## config.mk

```make
export PLATFORM = sky130hd
export DESIGN_NAME = tls_client_hello_sni_extractor_unit
export DESIGN_NICKNAME = d
export VERILOG_FILES = /design/src/rtl/tlssni_pkg.sv /design/src/rtl/tlssni_parser.sv /design/src/rtl/tlssni_out_fifo.sv /design/src/rtl/tls_client_hello_sni_extractor_unit.sv
export VERILOG_INCLUDE_DIRS = /design/src /design/src/rtl
export SDC_FILE = /design/constraint.sdc
export NUM_CORES = 1
export LEC_CHECK = 0
export BUFFER_PORTS_ARGS = -buffer_cell sky130_fd_sc_hd__buf_2
export CORE_ASPECT_RATIO = 1.2
export CORE_MARGIN = 1.5
export CORE_UTILIZATION = 45
export DETAILED_ROUTE_END_ITERATION = 16
export SLEW_MARGIN = 10
export SYNTH_ARGS = -nofsm -noshare
export SYNTH_HDL_FRONTEND = slang
export SYNTH_SLANG_ARGS = --single-unit
```

## constraint.sdc

```tcl
create_clock -name i_clk -period 9.4 [get_ports i_clk]
set_clock_uncertainty 0.05 [all_clocks]
set_input_delay 1.41 -clock i_clk [delete_from_list [all_inputs] [get_ports i_clk]]
set_output_delay 1.41 -clock i_clk [all_outputs]
set_load 0.1 [all_outputs]
```

## src/rtl/assert_macros.svh

```systemverilog
// Assertion macros shared by the SNI extractor modules
`ifndef ASSERT_MACROS_SVH
`define ASSERT_MACROS_SVH

// Property that holds at every edge outside reset
`define TLSSNI_ASSERT_ALWAYS(lbl, prop, msg) \
    lbl: assert property (@(posedge i_clk) disable iff (!i_rst_n) (prop)) \
        else $error(msg);

// Antecedent at one edge implies consequent at the next edge
`define TLSSNI_ASSERT_NEXT(lbl, ante, cons, msg) \
    lbl: assert property (@(posedge i_clk) disable iff (!i_rst_n) (ante) |=> (cons)) \
        else $error(msg);

`endif

```

## src/rtl/tlssni_pkg.sv

```systemverilog
// Types and constants of the TLS ClientHello SNI extractor
package tlssni_pkg;

    typedef enum logic [4:0] {
        PH_REC_TYPE,
        PH_REC_SKIP,
        PH_HS_TYPE,
        PH_HS_SKIP,
        PH_SID_LEN,
        PH_SID_SKIP,
        PH_CS_HI,
        PH_CS_LO,
        PH_CS_SKIP,
        PH_CM_LEN,
        PH_CM_SKIP,
        PH_EL_HI,
        PH_EL_LO,
        PH_ET_HI,
        PH_ET_LO,
        PH_EX_HI,
        PH_EX_LO,
        PH_EX_SKIP,
        PH_SL_HI,
        PH_SL_LO,
        PH_SN_TYPE,
        PH_NL_HI,
        PH_NL_LO,
        PH_NAME,
        PH_DONE
    } t_phase;

    typedef enum logic [2:0] {
        V_FOUND   = 3'd0,
        V_SHORT   = 3'd1,
        V_NOT_HS  = 3'd2,
        V_NOT_CH  = 3'd3,
        V_OVERRUN = 3'd4,
        V_NO_SNI  = 3'd5
    } t_verdict;

    localparam logic KIND_NAME    = 1'b0;
    localparam logic KIND_VERDICT = 1'b1;

    localparam logic [7:0]  REC_HANDSHAKE   = 8'h16;
    localparam logic [7:0]  HS_CLIENT_HELLO = 8'h01;
    localparam logic [7:0]  SNI_HOST_NAME   = 8'h00;
    localparam logic [15:0] EXT_SERVER_NAME = 16'h0000;
    localparam logic [15:0] MIN_LENGTH      = 16'd43;
    localparam logic [7:0]  REC_HDR_LAST    = 8'd4;
    localparam logic [7:0]  RANDOM_LAST     = 8'd42;

    localparam int FIFO_DEPTH = 4;
    localparam int FIFO_PTR_W = 2;
    localparam int FIFO_CNT_W = 3;

    typedef struct packed {
        logic [7:0]  payload_byte;
        logic [15:0] payload_length;
        logic        last_byte;
    } t_in_word;

    typedef struct packed {
        logic       result_kind;
        logic [7:0] name_byte;
        logic       name_end;
        logic [2:0] verdict;
    } t_out_word;

    typedef struct packed {
        logic [1:0] count;
        t_out_word  first;
        t_out_word  second;
    } t_push;

endpackage

```

## src/rtl/tlssni_parser.sv

```systemverilog
// ClientHello walk: parse state, field checks and result generation per byte
`include "assert_macros.svh"

module tlssni_parser #(
    parameter int LENGTH_BITS = 16
) (
    input  logic                 i_clk,
    input  logic                 i_rst_n,
    input  logic                 i_accept,
    input  tlssni_pkg::t_in_word i_word,
    output tlssni_pkg::t_push    o_push
);

    localparam int SW = ((LENGTH_BITS > 16) ? LENGTH_BITS : 16) + 2;

    tlssni_pkg::t_phase   r_phase, n_phase;
    logic [LENGTH_BITS-1:0] r_pos, n_pos;
    logic [15:0]          r_skip, n_skip;
    logic [7:0]           r_acc, n_acc;
    logic [16:0]          r_exts_end, n_exts_end;
    logic [15:0]          r_ext_type, n_ext_type;
    logic [16:0]          r_ext_end, n_ext_end;
    logic [15:0]          r_name_rem, n_name_rem;
    tlssni_pkg::t_verdict r_verdict, n_verdict;

    logic [SW-1:0] w_nxt;
    logic [SW-1:0] w_b;
    logic [SW-1:0] w_len;
    logic [SW-1:0] w_v;
    logic [15:0]   w_v16;
    logic          w_walk;
    logic [SW-1:0] w_walk_p;
    logic [15:0]   w_walk_n;
    logic          w_name;
    tlssni_pkg::t_out_word w_name_word;
    tlssni_pkg::t_out_word w_verdict_word;

    assign w_nxt = SW'(r_pos) + SW'(1);
    assign w_b   = SW'(i_word.payload_byte);
    assign w_len = SW'(i_word.payload_length);
    assign w_v16 = {r_acc, i_word.payload_byte};
    assign w_v   = SW'(w_v16);

    always_comb begin
        n_phase    = r_phase;
        n_pos      = r_pos;
        n_skip     = r_skip;
        n_acc      = r_acc;
        n_exts_end = r_exts_end;
        n_ext_type = r_ext_type;
        n_ext_end  = r_ext_end;
        n_name_rem = r_name_rem;
        n_verdict  = r_verdict;
        w_walk     = 1'b0;
        w_walk_p   = w_nxt;
        w_walk_n   = 16'd0;
        w_name     = 1'b0;
        w_name_word    = '0;
        w_verdict_word = '0;
        o_push     = '0;

        if (i_accept) begin
            case (r_phase)
                tlssni_pkg::PH_REC_TYPE: begin
                    if (i_word.payload_length < tlssni_pkg::MIN_LENGTH) begin
                        n_verdict = tlssni_pkg::V_SHORT;
                        n_phase   = tlssni_pkg::PH_DONE;
                    end else if (i_word.payload_byte != tlssni_pkg::REC_HANDSHAKE) begin
                        n_verdict = tlssni_pkg::V_NOT_HS;
                        n_phase   = tlssni_pkg::PH_DONE;
                    end else begin
                        n_phase = tlssni_pkg::PH_REC_SKIP;
                    end
                end
                tlssni_pkg::PH_REC_SKIP: begin
                    if (r_pos >= LENGTH_BITS'(tlssni_pkg::REC_HDR_LAST)) begin
                        n_phase = tlssni_pkg::PH_HS_TYPE;
                    end
                end
                tlssni_pkg::PH_HS_TYPE: begin
                    if (i_word.payload_byte != tlssni_pkg::HS_CLIENT_HELLO) begin
                        n_verdict = tlssni_pkg::V_NOT_CH;
                        n_phase   = tlssni_pkg::PH_DONE;
                    end else begin
                        n_phase = tlssni_pkg::PH_HS_SKIP;
                    end
                end
                tlssni_pkg::PH_HS_SKIP: begin
                    if (r_pos >= LENGTH_BITS'(tlssni_pkg::RANDOM_LAST)) begin
                        n_phase = tlssni_pkg::PH_SID_LEN;
                    end
                end
                tlssni_pkg::PH_SID_LEN: begin
                    if (w_nxt + w_b + SW'(2) > w_len) begin
                        n_verdict = tlssni_pkg::V_OVERRUN;
                        n_phase   = tlssni_pkg::PH_DONE;
                    end else begin
                        n_skip  = 16'(i_word.payload_byte);
                        n_phase = (i_word.payload_byte == 8'd0) ? tlssni_pkg::PH_CS_HI
                                                                : tlssni_pkg::PH_SID_SKIP;
                    end
                end
                tlssni_pkg::PH_SID_SKIP: begin
                    n_skip = r_skip - 16'd1;
                    if (r_skip == 16'd1) begin
                        n_phase = tlssni_pkg::PH_CS_HI;
                    end
                end
                tlssni_pkg::PH_CS_HI: begin
                    n_acc   = i_word.payload_byte;
                    n_phase = tlssni_pkg::PH_CS_LO;
                end
                tlssni_pkg::PH_CS_LO: begin
                    if (w_nxt + w_v + SW'(1) > w_len) begin
                        n_verdict = tlssni_pkg::V_OVERRUN;
                        n_phase   = tlssni_pkg::PH_DONE;
                    end else begin
                        n_skip  = w_v16;
                        n_phase = (w_v16 == 16'd0) ? tlssni_pkg::PH_CM_LEN
                                                   : tlssni_pkg::PH_CS_SKIP;
                    end
                end
                tlssni_pkg::PH_CS_SKIP: begin
                    n_skip = r_skip - 16'd1;
                    if (r_skip == 16'd1) begin
                        n_phase = tlssni_pkg::PH_CM_LEN;
                    end
                end
                tlssni_pkg::PH_CM_LEN: begin
                    if (w_nxt + w_b + SW'(2) > w_len) begin
                        n_verdict = tlssni_pkg::V_OVERRUN;
                        n_phase   = tlssni_pkg::PH_DONE;
                    end else begin
                        n_skip  = 16'(i_word.payload_byte);
                        n_phase = (i_word.payload_byte == 8'd0) ? tlssni_pkg::PH_EL_HI
                                                                : tlssni_pkg::PH_CM_SKIP;
                    end
                end
                tlssni_pkg::PH_CM_SKIP: begin
                    n_skip = r_skip - 16'd1;
                    if (r_skip == 16'd1) begin
                        n_phase = tlssni_pkg::PH_EL_HI;
                    end
                end
                tlssni_pkg::PH_EL_HI: begin
                    n_acc   = i_word.payload_byte;
                    n_phase = tlssni_pkg::PH_EL_LO;
                end
                tlssni_pkg::PH_EL_LO: begin
                    if (w_nxt + w_v > w_len) begin
                        n_verdict = tlssni_pkg::V_OVERRUN;
                        n_phase   = tlssni_pkg::PH_DONE;
                    end else begin
                        n_exts_end = 17'(w_nxt + w_v);
                        w_walk     = 1'b1;
                        w_walk_p   = w_nxt;
                        w_walk_n   = 16'd0;
                    end
                end
                tlssni_pkg::PH_ET_HI: begin
                    n_ext_type = {i_word.payload_byte, 8'd0};
                    n_phase    = tlssni_pkg::PH_ET_LO;
                end
                tlssni_pkg::PH_ET_LO: begin
                    n_ext_type = r_ext_type | 16'(i_word.payload_byte);
                    n_phase    = tlssni_pkg::PH_EX_HI;
                end
                tlssni_pkg::PH_EX_HI: begin
                    n_acc   = i_word.payload_byte;
                    n_phase = tlssni_pkg::PH_EX_LO;
                end
                tlssni_pkg::PH_EX_LO: begin
                    n_ext_end = 17'(w_nxt + w_v);
                    if (r_ext_type == tlssni_pkg::EXT_SERVER_NAME) begin
                        if (w_nxt + SW'(2) > SW'(r_exts_end)) begin
                            n_verdict = tlssni_pkg::V_OVERRUN;
                            n_phase   = tlssni_pkg::PH_DONE;
                        end else begin
                            n_phase = tlssni_pkg::PH_SL_HI;
                        end
                    end else begin
                        w_walk   = 1'b1;
                        w_walk_p = w_nxt + w_v;
                        w_walk_n = w_v16;
                    end
                end
                tlssni_pkg::PH_EX_SKIP: begin
                    n_skip = r_skip - 16'd1;
                    if (r_skip == 16'd1) begin
                        n_phase = tlssni_pkg::PH_ET_HI;
                    end
                end
                tlssni_pkg::PH_SL_HI: begin
                    n_phase = tlssni_pkg::PH_SL_LO;
                end
                tlssni_pkg::PH_SL_LO: begin
                    if (w_nxt + SW'(3) > SW'(r_exts_end)) begin
                        n_verdict = tlssni_pkg::V_OVERRUN;
                        n_phase   = tlssni_pkg::PH_DONE;
                    end else begin
                        n_phase = tlssni_pkg::PH_SN_TYPE;
                    end
                end
                tlssni_pkg::PH_SN_TYPE: begin
                    if (i_word.payload_byte == tlssni_pkg::SNI_HOST_NAME) begin
                        n_phase = tlssni_pkg::PH_NL_HI;
                    end else if (SW'(r_ext_end) > w_nxt) begin
                        w_walk   = 1'b1;
                        w_walk_p = SW'(r_ext_end);
                        w_walk_n = 16'(SW'(r_ext_end) - w_nxt);
                    end else begin
                        w_walk   = 1'b1;
                        w_walk_p = w_nxt;
                        w_walk_n = 16'd0;
                    end
                end
                tlssni_pkg::PH_NL_HI: begin
                    n_acc   = i_word.payload_byte;
                    n_phase = tlssni_pkg::PH_NL_LO;
                end
                tlssni_pkg::PH_NL_LO: begin
                    if (w_v16 == 16'd0 || w_nxt + w_v > SW'(r_exts_end)) begin
                        n_verdict = tlssni_pkg::V_NO_SNI;
                        n_phase   = tlssni_pkg::PH_DONE;
                    end else begin
                        n_name_rem = w_v16;
                        n_phase    = tlssni_pkg::PH_NAME;
                    end
                end
                tlssni_pkg::PH_NAME: begin
                    w_name                  = 1'b1;
                    w_name_word.result_kind = tlssni_pkg::KIND_NAME;
                    w_name_word.name_byte   = i_word.payload_byte;
                    w_name_word.name_end    = (r_name_rem == 16'd1);
                    n_name_rem              = r_name_rem - 16'd1;
                    if (r_name_rem == 16'd1) begin
                        n_verdict = tlssni_pkg::V_FOUND;
                        n_phase   = tlssni_pkg::PH_DONE;
                    end
                end
                default: begin
                    n_phase = tlssni_pkg::PH_DONE;
                end
            endcase

            if (w_walk) begin
                if (w_walk_p + SW'(4) > SW'(n_exts_end)) begin
                    n_verdict = tlssni_pkg::V_NO_SNI;
                    n_phase   = tlssni_pkg::PH_DONE;
                end else begin
                    n_skip  = w_walk_n;
                    n_phase = (w_walk_n == 16'd0) ? tlssni_pkg::PH_ET_HI
                                                  : tlssni_pkg::PH_EX_SKIP;
                end
            end

            n_pos = r_pos + LENGTH_BITS'(1);

            w_verdict_word.result_kind = tlssni_pkg::KIND_VERDICT;
            w_verdict_word.verdict     = (n_phase == tlssni_pkg::PH_DONE) ? n_verdict
                                                                          : tlssni_pkg::V_OVERRUN;

            if (w_name && i_word.last_byte) begin
                o_push.count  = 2'd2;
                o_push.first  = w_name_word;
                o_push.second = w_verdict_word;
            end else if (w_name) begin
                o_push.count = 2'd1;
                o_push.first = w_name_word;
            end else if (i_word.last_byte) begin
                o_push.count = 2'd1;
                o_push.first = w_verdict_word;
            end

            if (i_word.last_byte) begin
                n_phase    = tlssni_pkg::PH_REC_TYPE;
                n_pos      = '0;
                n_skip     = '0;
                n_acc      = '0;
                n_exts_end = '0;
                n_ext_type = '0;
                n_ext_end  = '0;
                n_name_rem = '0;
                n_verdict  = tlssni_pkg::V_NO_SNI;
            end
        end
    end

    always_ff @(posedge i_clk) begin
        if (!i_rst_n) begin
            r_phase    <= tlssni_pkg::PH_REC_TYPE;
            r_pos      <= '0;
            r_skip     <= '0;
            r_acc      <= '0;
            r_exts_end <= '0;
            r_ext_type <= '0;
            r_ext_end  <= '0;
            r_name_rem <= '0;
            r_verdict  <= tlssni_pkg::V_NO_SNI;
        end else begin
            r_phase    <= n_phase;
            r_pos      <= n_pos;
            r_skip     <= n_skip;
            r_acc      <= n_acc;
            r_exts_end <= n_exts_end;
            r_ext_type <= n_ext_type;
            r_ext_end  <= n_ext_end;
            r_name_rem <= n_name_rem;
            r_verdict  <= n_verdict;
        end
    end

    `TLSSNI_ASSERT_NEXT(a_restart_after_last, i_accept && i_word.last_byte,
        r_phase == tlssni_pkg::PH_REC_TYPE && r_pos == '0, "parse not restarted after last byte")
    `TLSSNI_ASSERT_ALWAYS(a_two_words_only_on_name_end,
        o_push.count != 2'd2 || (i_word.last_byte && r_phase == tlssni_pkg::PH_NAME),
        "two words pushed outside a last name byte")
    `TLSSNI_ASSERT_ALWAYS(a_push_needs_accept, i_accept || o_push.count == 2'd0,
        "word pushed without an accepted byte")

endmodule

```

## src/rtl/tlssni_out_fifo.sv

```systemverilog
// Result queue taking up to two words per cycle and giving one per cycle while not stalled
`include "assert_macros.svh"

module tlssni_out_fifo (
    input  logic                  i_clk,
    input  logic                  i_rst_n,
    input  tlssni_pkg::t_push     i_push,
    output logic                  o_room,
    output logic                  o_valid,
    input  logic                  i_stall,
    output tlssni_pkg::t_out_word o_word
);

    localparam int DEPTH = tlssni_pkg::FIFO_DEPTH;
    localparam int PW    = tlssni_pkg::FIFO_PTR_W;
    localparam int CW    = tlssni_pkg::FIFO_CNT_W;

    tlssni_pkg::t_out_word r_mem [DEPTH];
    logic [PW-1:0] r_wr_ptr, n_wr_ptr;
    logic [PW-1:0] r_rd_ptr, n_rd_ptr;
    logic [CW-1:0] r_count, n_count;
    logic          w_pop;

    assign o_valid = (r_count != '0);
    assign o_room  = (r_count <= CW'(DEPTH - 2));
    assign o_word  = r_mem[r_rd_ptr];
    assign w_pop   = o_valid && !i_stall;

    always_comb begin
        n_wr_ptr = r_wr_ptr + PW'(i_push.count);
        n_rd_ptr = r_rd_ptr + PW'(w_pop);
        n_count  = r_count + CW'(i_push.count) - CW'(w_pop);
    end

    always_ff @(posedge i_clk) begin
        if (i_push.count != 2'd0) begin
            r_mem[r_wr_ptr] <= i_push.first;
        end
        if (i_push.count == 2'd2) begin
            r_mem[r_wr_ptr + PW'(1)] <= i_push.second;
        end
    end

    always_ff @(posedge i_clk) begin
        if (!i_rst_n) begin
            r_wr_ptr <= '0;
            r_rd_ptr <= '0;
            r_count  <= '0;
        end else begin
            r_wr_ptr <= n_wr_ptr;
            r_rd_ptr <= n_rd_ptr;
            r_count  <= n_count;
        end
    end

    `TLSSNI_ASSERT_ALWAYS(a_count_bounded, r_count <= CW'(DEPTH), "queue count above depth")
    `TLSSNI_ASSERT_NEXT(a_count_tracks, 1'b1,
        r_count == $past(r_count) + CW'($past(i_push.count)) - CW'($past(w_pop)),
        "queue count out of step with push and pop")
    `TLSSNI_ASSERT_ALWAYS(a_push_with_room, i_push.count == 2'd0 || o_room,
        "word pushed into a full queue")

endmodule

```

## src/rtl/tls_client_hello_sni_extractor_unit.sv

```systemverilog
// TLS ClientHello SNI extractor: top level
//
// Input channel: one TCP payload byte per word, with the payload's total
// length held on every byte and a mark on its last byte. A word is taken at
// a rising edge with i_in_valid high and o_in_stall low.
// Output channel: one result per word, either a host name byte (with a mark
// on the final name byte) or, for the payload's last byte, a verdict code.
// A word leaves at an edge with o_out_valid high and i_out_stall low.
// Each byte is parsed in the cycle it is taken; its results are registered
// in the queue and shown from there. One byte is taken every cycle while
// the queue has room for two words; a last byte that is also a name byte
// gives two words, so the output side sets the sustained rate at one word a
// cycle. When the receiver stalls, the queue fills and o_in_stall rises once
// fewer than two places are free; nothing is lost.
// Reset clears the parse and empties the queue; the first byte after it
// starts a new payload.

module tls_client_hello_sni_extractor_unit #(
    parameter int LENGTH_BITS = 16
) (
    input  logic                  i_clk,
    input  logic                  i_rst_n,
    input  logic                  i_in_valid,
    output logic                  o_in_stall,
    input  tlssni_pkg::t_in_word  i_in_word,
    output logic                  o_out_valid,
    input  logic                  i_out_stall,
    output tlssni_pkg::t_out_word o_out_word
);

    logic              w_accept;
    logic              w_room;
    tlssni_pkg::t_push w_push;

    assign o_in_stall = !w_room;
    assign w_accept   = i_in_valid && w_room;

    tlssni_parser #(
        .LENGTH_BITS(LENGTH_BITS)
    ) u_parser (
        .i_clk    (i_clk),
        .i_rst_n  (i_rst_n),
        .i_accept (w_accept),
        .i_word   (i_in_word),
        .o_push   (w_push)
    );

    tlssni_out_fifo u_out_fifo (
        .i_clk   (i_clk),
        .i_rst_n (i_rst_n),
        .i_push  (w_push),
        .o_room  (w_room),
        .o_valid (o_out_valid),
        .i_stall (i_out_stall),
        .o_word  (o_out_word)
    );

endmodule

```

==> results.txt, run 1 <==
The launch point of the critical path is u_parser.r_pos[0]$_SDFFE_PN0P_. The number of max-slew violations in the final report is 0. The congestion estimate from routability-driven global placement came to 1.003. The final worst-path cycle share came out at 93.99%.

The post-CTS repair timing setup buffer count is 0. The pin count of the biggest net entering global routing came out at 90. The headroom to the max-slew limit is 24.00%. In this run the critical register-to-register path is launched from u_parser.r_pos[0]$_SDFFE_PN0P_. The via count of the first global-routing pass came out at 15,842. The timing-limited maximum frequency is 113.2 MHz. In this run the worst hold path is classified as register to register.

During I/O placement, the number of pins put on the boundary was 44. The clock period could shrink to 8.835 ns. The pre-antenna-repair detailed-routing pass consisted of 7 iterations.

The post-route worst setup slack is 0.5649 ns. In this run, post-CTS hold repair placed 0 buffers. Dividing total power by cell area gives a power density of 138.5 nW/um^2. The share of flip-flops with an asynchronous set or reset after synthesis came out at 0%. The leakage power came out at 7.275 nW. The violation count after the first detailed-routing iteration is 1,532. CTS placed an instance of sky130_fd_sc_hd__clkbuf_16 at the clock tree root. The cell area after technology mapping came out at 16,530 um^2.

The number of endpoints with negative hold slack in the final report is 0. Counting both buffers and inverters, the worst setup path holds a total of 1. In the final layout, the share of cells above drive strength 1 is 8.550%. The core area came out at 36,040 um^2.

Measured along the y axis, the die boundary spans 213.0 um. The area growth from synthesis to layout came out at 7.939%. The maximum fanout along the worst path is 20. In the final layout, the multi-input gates occupy 12,100 um^2. The number of max-cap violations is 0.

The initial standard-cell utilization of the core came out at 45.87%. The number of nets in the final layout came out at 2,317. The number of I/O port buffers is 43. The insertion delay of the later-clocked pin in the worst-skew pair came out at 0.48 ns. The global-route wire length before repair came out at 93.09 mm. At the end of the flow the core is filled with cells to 49.51%.

Among cell families on the critical path, the largest total delay comes from compound AO/OA/AOI/OAI gates. The total overflow reported by the global router is 0. During synthesis, Yosys emitted a total of 0 warnings. The total CTS buffers came out at 17.

At the worst endpoint, the required time is 9.70 ns. The site row count is 76. The slowest stage of the critical path belongs to the cell sky130_fd_sc_hd__xor2_1.

The worst setup path is captured at a register. The number of nets in the synthesized netlist is 2,321. The mean post-synth cell area came out at 7.843 um^2.

The number of library cell types mapped by synthesis is 99. The initial antenna violation count was 3. The hold path startpoint is u_out_fifo.r_mem[3][7]$_SDFFE_PP0P_. After technology mapping, the gate count stands at 2,108.

Counting flops with a built-in enable in the synthesized netlist gives 16. The worst stage delay on the critical path came out at 0.64 ns. Setup repair after global routing left no endpoint under its margin. The run finished with clean final reports. Synthesis inferred 173 register bits.

Of the synthesized area, sequential elements account for 21.92%. Dividing the detail-routed wire length by the instance count gives 23.52 um. The die covers 37,900 um^2. In the synthesized netlist the dominant register cell turns out to be sky130_fd_sc_hd__dfxtp_1. The number of vias per cell after detailed routing is 6.422. Clock-pin slew was measured on the worst setup and hold paths at 0.07 ns.

Clock tree synthesis found a total of 173 sinks. The final-layout setup total negative slack is 0 ns. The clock tree from TritonCTS is done.

Leaving out fill and tap cells, the most frequent cell in the layout is sky130_fd_sc_hd__nor2_1. The library cells used most frequently in the layout, excluding fill and tap cells, are sky130_fd_sc_hd__nor2_1, sky130_fd_sc_hd__ha_1, sky130_fd_sc_hd__nand2_1. STA classifies the critical path startpoint as a register.

In the routed design, unresolved DRC markers number 0. The HPWL after detailed placement is 46.27 mm. After detailed routing, the total wire length is 60.81 mm. The H-tree was split into 4 levels. The worst path arrival time is 9.13 ns. Once detail routing completed, the nets flagged for antenna violations numbered 0. The vias after detailed routing came out at 16,607. The total track usage is 32.54%. The buffer levels on the longest clock path is 2. The most used cell along the critical path is sky130_fd_sc_hd__a21oi_1. For the pin with the worst max-slew slack, the measured transition is 1.136 ns. The category of the critical setup timing path is register to register.

The die is 178.0 um wide. The worst-case IR drop observed on VDD is 0.1362 mV. The number of setup violations in the final report is 0.

The sequential cell area in the final layout came out at 3623 um^2. The setup slack after placement came out at 0.4414 ns. After filler insertion, the fill cell instance count of the layout stands at 3,537.
registers in the layout (all words and copies together), names as in the netlist, 8 cells and up:
register and count:
u_out_fifo.r_mem 52, u_parser.r_acc 8, u_parser.r_ext_end 17, u_parser.r_ext_type 16
u_parser.r_exts_end 17, u_parser.r_name_rem 16, u_parser.r_pos 16, u_parser.r_skip 16
kinds of logic after synthesis:
kind of cell    Yosys count  synth area share (%)
mux                      34                 3.073
compound gates          615                 24.83
simple gates            761                 23.72
flops                   173                 21.92
fa+ha+maj               190                 14.71
xor+xnor                118                 6.630
buf+inv                 217                 5.124
report_power, final:
group | total, mW | internal (mW) | switching [mW] | leakage [nW]
Sequential | 0.820 | 0.771 | 0.0484 | 1.40
Clock | 0.710 | 0.357 | 0.353 | 0.280
Combinational | 0.941 | 0.314 | 0.628 | 5.60
Total | 2.47 | 1.44 | 1.03 | 7.28
synth_stat cells, drive strengths merged, types with 50 or more instances:
master | number | area (um^2)
a21oi | 156 | 795.8
and2 | 50 | 312.8
clkbuf | 92 | 345.3
dfxtp | 157 | 3143
ha | 175 | 2190
inv | 98 | 367.9
nand2 | 161 | 606.8
nand3 | 50 | 267.8
nor2 | 183 | 689.4
nor2b | 63 | 394.1
nor3 | 65 | 335.3
o21ai | 127 | 635.6
xnor2 | 84 | 743.2
path summary, 6_finish.rpt:
path / to / slack [ns] / cells past startpoint
worst min register to register: u_out_fifo.r_mem[3][7]$_SDFFE_PP0P_ / 0.40 / 2
worst max-delay path: u_parser.r_phase[4]$_SDFFE_PN0P_ / 0.56 / 32
worst max register to register: u_parser.r_phase[4]$_SDFFE_PN0P_ / 0.56 / 32
worst min-delay path: u_out_fifo.r_mem[3][7]$_SDFFE_PP0P_ / 0.40 / 2
layout make-up:
| cell class | count | area share, % |
|---|---|---|
| Multi-Input combinational cell | 1718 | 67.80 |
| Sequential cell | 173 | 20.31 |
| Tap cell | 468 | 3.281 |
| Timing Repair Buffer | 91 | 3.225 |
| Clock buffer | 19 | 2.482 |
| Inverter | 103 | 2.174 |
| Clock inverter | 13 | 0.7222 |
| Antenna cell | 1 | 0.01402 |
per-layer routing:
metal  vias up  global-route usage, %  routed length [um]
li1       7771                      -                   -
met4         0                  22.43                4750
met2       760                  52.99               27540
met5         -                      0                   0
met3       201                  5.556                4211
met1      7875                  38.96               24310
tightest hold or removal path: cells and delay by family (launching register included):
family	cells	cell delay [ns]
AO/OA/AOI/OAI	1	0.05
flip-flops	1	0.32
AND/OR/NAND/NOR	1	0.04
stage by stage:
stage,cell area (um^2),hold WS (ns),power [mW],cells
5_1_grt,17840,0.4309,2.598,2585
3_3_place_gp,17250,0.3814,1.749,2553
6_report,17840,0.4036,2.471,2586
4_1_cts,17820,0.4065,2.471,2585
3_5_place_dp,17250,0.3890,1.758,2553
2_1_floorplan,16530,0.3698,1.496,2108
repair_timing:
item	CTS	global route
resized for setup	0	3
hold endpoints to repair	0	0
endpoints found under the setup margin	0	11
Note: power is estimated with default switching activity, not from simulation.
==> inputs of run 2 (changes only) <==
==> constraint.sdc (replaced) <==
create_clock -name i_clk -period 10.88 [get_ports i_clk]
set_clock_uncertainty 0.05 [all_clocks]
set_input_delay 1.632 -clock i_clk [delete_from_list [all_inputs] [get_ports i_clk]]
set_output_delay 1.632 -clock i_clk [all_outputs]
set_load 0.1 [all_outputs]
==> run 2 against run 1 <==
Net effect: sequential share of layout area about the same; hold slack about the same; die area did not move; setup slack improved by 0.62 ns; via count is 1.3% lower; combinational power is 13% lower; cell count down 0.15%; design area shrank 0.25%.
==> results.txt, run 2 (synthesis gave the netlist of run 1 again) <==
Result of the run: complete, no violations (unchanged). The headroom to the max-slew limit came out at 16.85% (was 24.00%). The root buffer cell was sky130_fd_sc_hd__clkbuf_16 (unchanged).

The timing endpoint of the critical path is u_parser.r_skip[13]$_SDFFE_PN0P_ (was u_parser.r_phase[4]$_SDFFE_PN0P_). The cell depth of the worst flop-to-flop path is 33 (was 32). The post-detailed-placement half-perimeter wirelength came out at 46.00 mm (was 46.27 mm). The final design instance area without fill came out at 17,800 um^2 (was 17,840 um^2). The number of max-cap violations is 0 (unchanged). The hold buffer count at CTS came out at 0 (unchanged). The total CTS buffers came out at 17 (unchanged). The global-route wire length before repair is 92.32 mm (was 93.09 mm).

The top cell family by delay on the critical path is compound AO/OA/AOI/OAI gates (unchanged). The startpoint of the worst register-to-register path is u_parser.r_pos[0]$_SDFFE_PN0P_ (unchanged). The cell at the slowest stage of the critical path was sky130_fd_sc_hd__xnor2_1 (was sky130_fd_sc_hd__xor2_1). The number of cells on the critical path came out at 33 (was 32). The buffer levels on the longest clock path was 2 (unchanged). The routed length per instance came out at 23.53 um (was 23.52 um). The vias after detailed routing is 16,398 (was 16,607). RSZ-0062 raised after global routing: false (unchanged). The number of vias per cell after detailed routing came out at 6.351 (was 6.422). The total routed wirelength came out at 60.75 mm (was 60.81 mm). The die span in y is 213.0 um (unchanged). The launch point of the critical path is u_parser.r_pos[0]$_SDFFE_PN0P_ (unchanged). The slew at the pin closest to its max-slew limit is 1.240 ns (was 1.136 ns). The maximum level of the CTS H-tree is 4 (unchanged).

The insertion delay of the later-clocked pin in the worst-skew pair came out at 0.47 ns (was 0.48 ns). The register with the most flip-flops is u_out_fifo.r_mem (unchanged). The die outline area is 37,900 um^2 (unchanged). The total of cells resized after clock tree synthesis came out at 0 (unchanged). The critical path capture point type was a register (unchanged). The final worst-path cycle share is 89.12% (was 93.99%). The critical path required time came to 11.19 ns (was 9.70 ns).

The number of nets in the final layout was 2,314 (was 2,317). The fraction of layout cells with a size suffix above 1 came out at 8.325% (was 8.550%). The post-route worst setup slack is 1.183 ns (was 0.5649 ns). The width of the die is 178.0 um (unchanged). The number of max-slew violations in the final report came out at 0 (unchanged).

The number of setup violations in the final report was 0 (unchanged). The violation count after the first detailed-routing iteration is 1,424 (was 1,532). The most common library cell in the layout ignoring fill and taps is sky130_fd_sc_hd__nor2_1 (unchanged).

The worst path arrival time came out at 10.01 ns (was 9.13 ns). Most frequent cells in the layout: sky130_fd_sc_hd__nor2_1, sky130_fd_sc_hd__ha_1, sky130_fd_sc_hd__nand2_1 (unchanged). The first-pass iteration count of the detailed router came to 6 (was 7). The number of antenna diodes came out at 0 (was 1). The pin count of the biggest net entering global routing was 90 (unchanged). The initial antenna violation count is 0 (was 3). The area growth from synthesis to layout is 7.674% (was 7.939%).

The number of clock sinks came out at 173 (unchanged). The combined buffer and inverter count along the critical path is 2 (was 1). The worst stage delay on the critical path came out at 0.77 ns (was 0.64 ns). The worst setup slack for register-to-register paths came to 1.18 ns (was 0.56 ns). The weighted congestion reported at the end of routability-driven placement came to 1.026 (was 1.003). The via count of the first global-routing pass came out at 15,577 (was 15,842). The post-CTS repair timing setup buffer count came to 0 (unchanged).

The number of endpoints with negative hold slack in the final report is 0 (unchanged). The timing-limited maximum frequency came to 103.1 MHz (was 113.2 MHz). The total overflow reported by the global router is 0 (unchanged). The minimum clock period came to 9.697 ns (was 8.835 ns). The utilization after layout is 49.39% (was 49.51%). The clock tree from TritonCTS was done (unchanged). The number of I/O port buffers was 43 (unchanged).

The standard cell area after detailed placement is 17,230 um^2 (was 17,250 um^2). The hold path startpoint was u_out_fifo.r_mem[2][8]$_SDFFE_PP0P_ (was u_out_fifo.r_mem[3][7]$_SDFFE_PP0P_). The maximum fanout along the worst path is 13 (was 20). The most used cell along the critical path was sky130_fd_sc_hd__ha_1 (was sky130_fd_sc_hd__a21oi_1). The initial standard-cell utilization of the core came out at 45.87% (unchanged). The category of the critical setup timing path is register to register (unchanged). The number of flip-flops under the largest register name was 52 (unchanged).

The core area is 36,040 um^2 (unchanged). The count of filler cells inserted in the layout is 3,617 (was 3,537). The DRC violation count after routing came out at 0 (unchanged). Registers with the highest flip-flop counts: u_out_fifo.r_mem: 52 flops, u_parser.r_ext_end: 17 flops, u_parser.r_exts_end: 17 flops (unchanged). The worst flop-to-flop path endpoint is u_parser.r_skip[13]$_SDFFE_PN0P_ (was u_parser.r_phase[4]$_SDFFE_PN0P_). The total track usage came to 32.43% (was 32.54%). The setup slack after placement is 1.366 ns (was 0.4414 ns). The power density of the placed cells came out at 120.1 nW/um^2 (was 138.5 nW/um^2). The top-level port count is 44 (unchanged).

The worst min-delay path class is register to register (unchanged). The final-layout setup total negative slack came out at 0 ns (unchanged). The remaining antenna violation count is 0 (unchanged). The sort of element at the start of the critical path is a register (unchanged). The site row count is 76 (unchanged). The leakage power came out at 7.251 nW (was 7.275 nW).

The maximum vdd ir drop came out at 0.1267 mV (was 0.1362 mV). The clock transition at the register clock pins on the worst setup and hold paths after CTS is 0.08 ns (was 0.07 ns).
run 2: area by class of cell:
type / instances / area (um^2) / share of cell area (%)
inverter: 103 / 387.9 / 2.179
sequential: 173 / 3623 / 20.36
timing repair buffer: 88 / 553.0 / 3.107
clock buffer: 17 / 425.4 / 2.390
tap: 468 / 585.6 / 3.290
clock inverter: 15 / 146.4 / 0.8224
multi-input combinational: 1718 / 12080 / 67.86
run 2: worst min path at each step:
stage	endpoint	slack (ns)	depth (start not counted)
2_1_floorplan	u_out_fifo.r_mem[2][10]$_SDFFE_PP0P_	0.37	2
3_3_place_gp	u_out_fifo.r_mem[2][3]$_SDFFE_PP0P_	0.38	2
3_5_place_dp	u_out_fifo.r_mem[2][10]$_SDFFE_PP0P_	0.39	2
4_1_cts	u_out_fifo.r_mem[2][10]$_SDFFE_PP0P_	0.41	2
5_1_grt	u_out_fifo.r_mem[3][11]$_SDFFE_PP0P_	0.43	2
6_report	u_out_fifo.r_mem[2][8]$_SDFFE_PP0P_	0.40	2
run 2: power breakdown:
part | switching, mW | total, mW | leakage [nW] | internal (mW)
Clock | 0.311 | 0.616 | 0.280 | 0.306
Sequential | 0.0420 | 0.708 | 1.40 | 0.666
Combinational | 0.545 | 0.814 | 5.57 | 0.269
Total | 0.898 | 2.14 | 7.25 | 1.24
run 2: layer usage:
metal  vias to the layer above  track usage (%)  wire (um)  part of all wire, %
li1                       7773                -          -                    -
met1                      7754            38.83      24590                   40
met2                       683            53.70      27890                   46
met3                       188            5.199       4001                  6.6
met4                         0            20.95       4263                  7.0
met5                         -                0          0                    0
run 2: worst reg2reg max path, delay by kind of cell (launching register included):
family	cells	cell delay, ns
flip-flops	1	0.56
buffers and inverters	2	0.53
AND/OR/NAND/NOR	10	2.32
AO/OA/AOI/OAI	15	3.24
adder cells (fa/ha/maj)	4	1.56
XOR/XNOR	2	1.32
run 2: stage by stage:
stage / total power, mW / instances / hold WS [ns]
finish: 2.139 / 2582 / 0.4038
global route: 2.249 / 2582 / 0.4342
CTS: 2.134 / 2582 / 0.4062
detailed placement: 1.519 / 2550 / 0.3881
global placement: 1.510 / 2550 / 0.3799
floorplan: 1.293 / 2108 / 0.3698
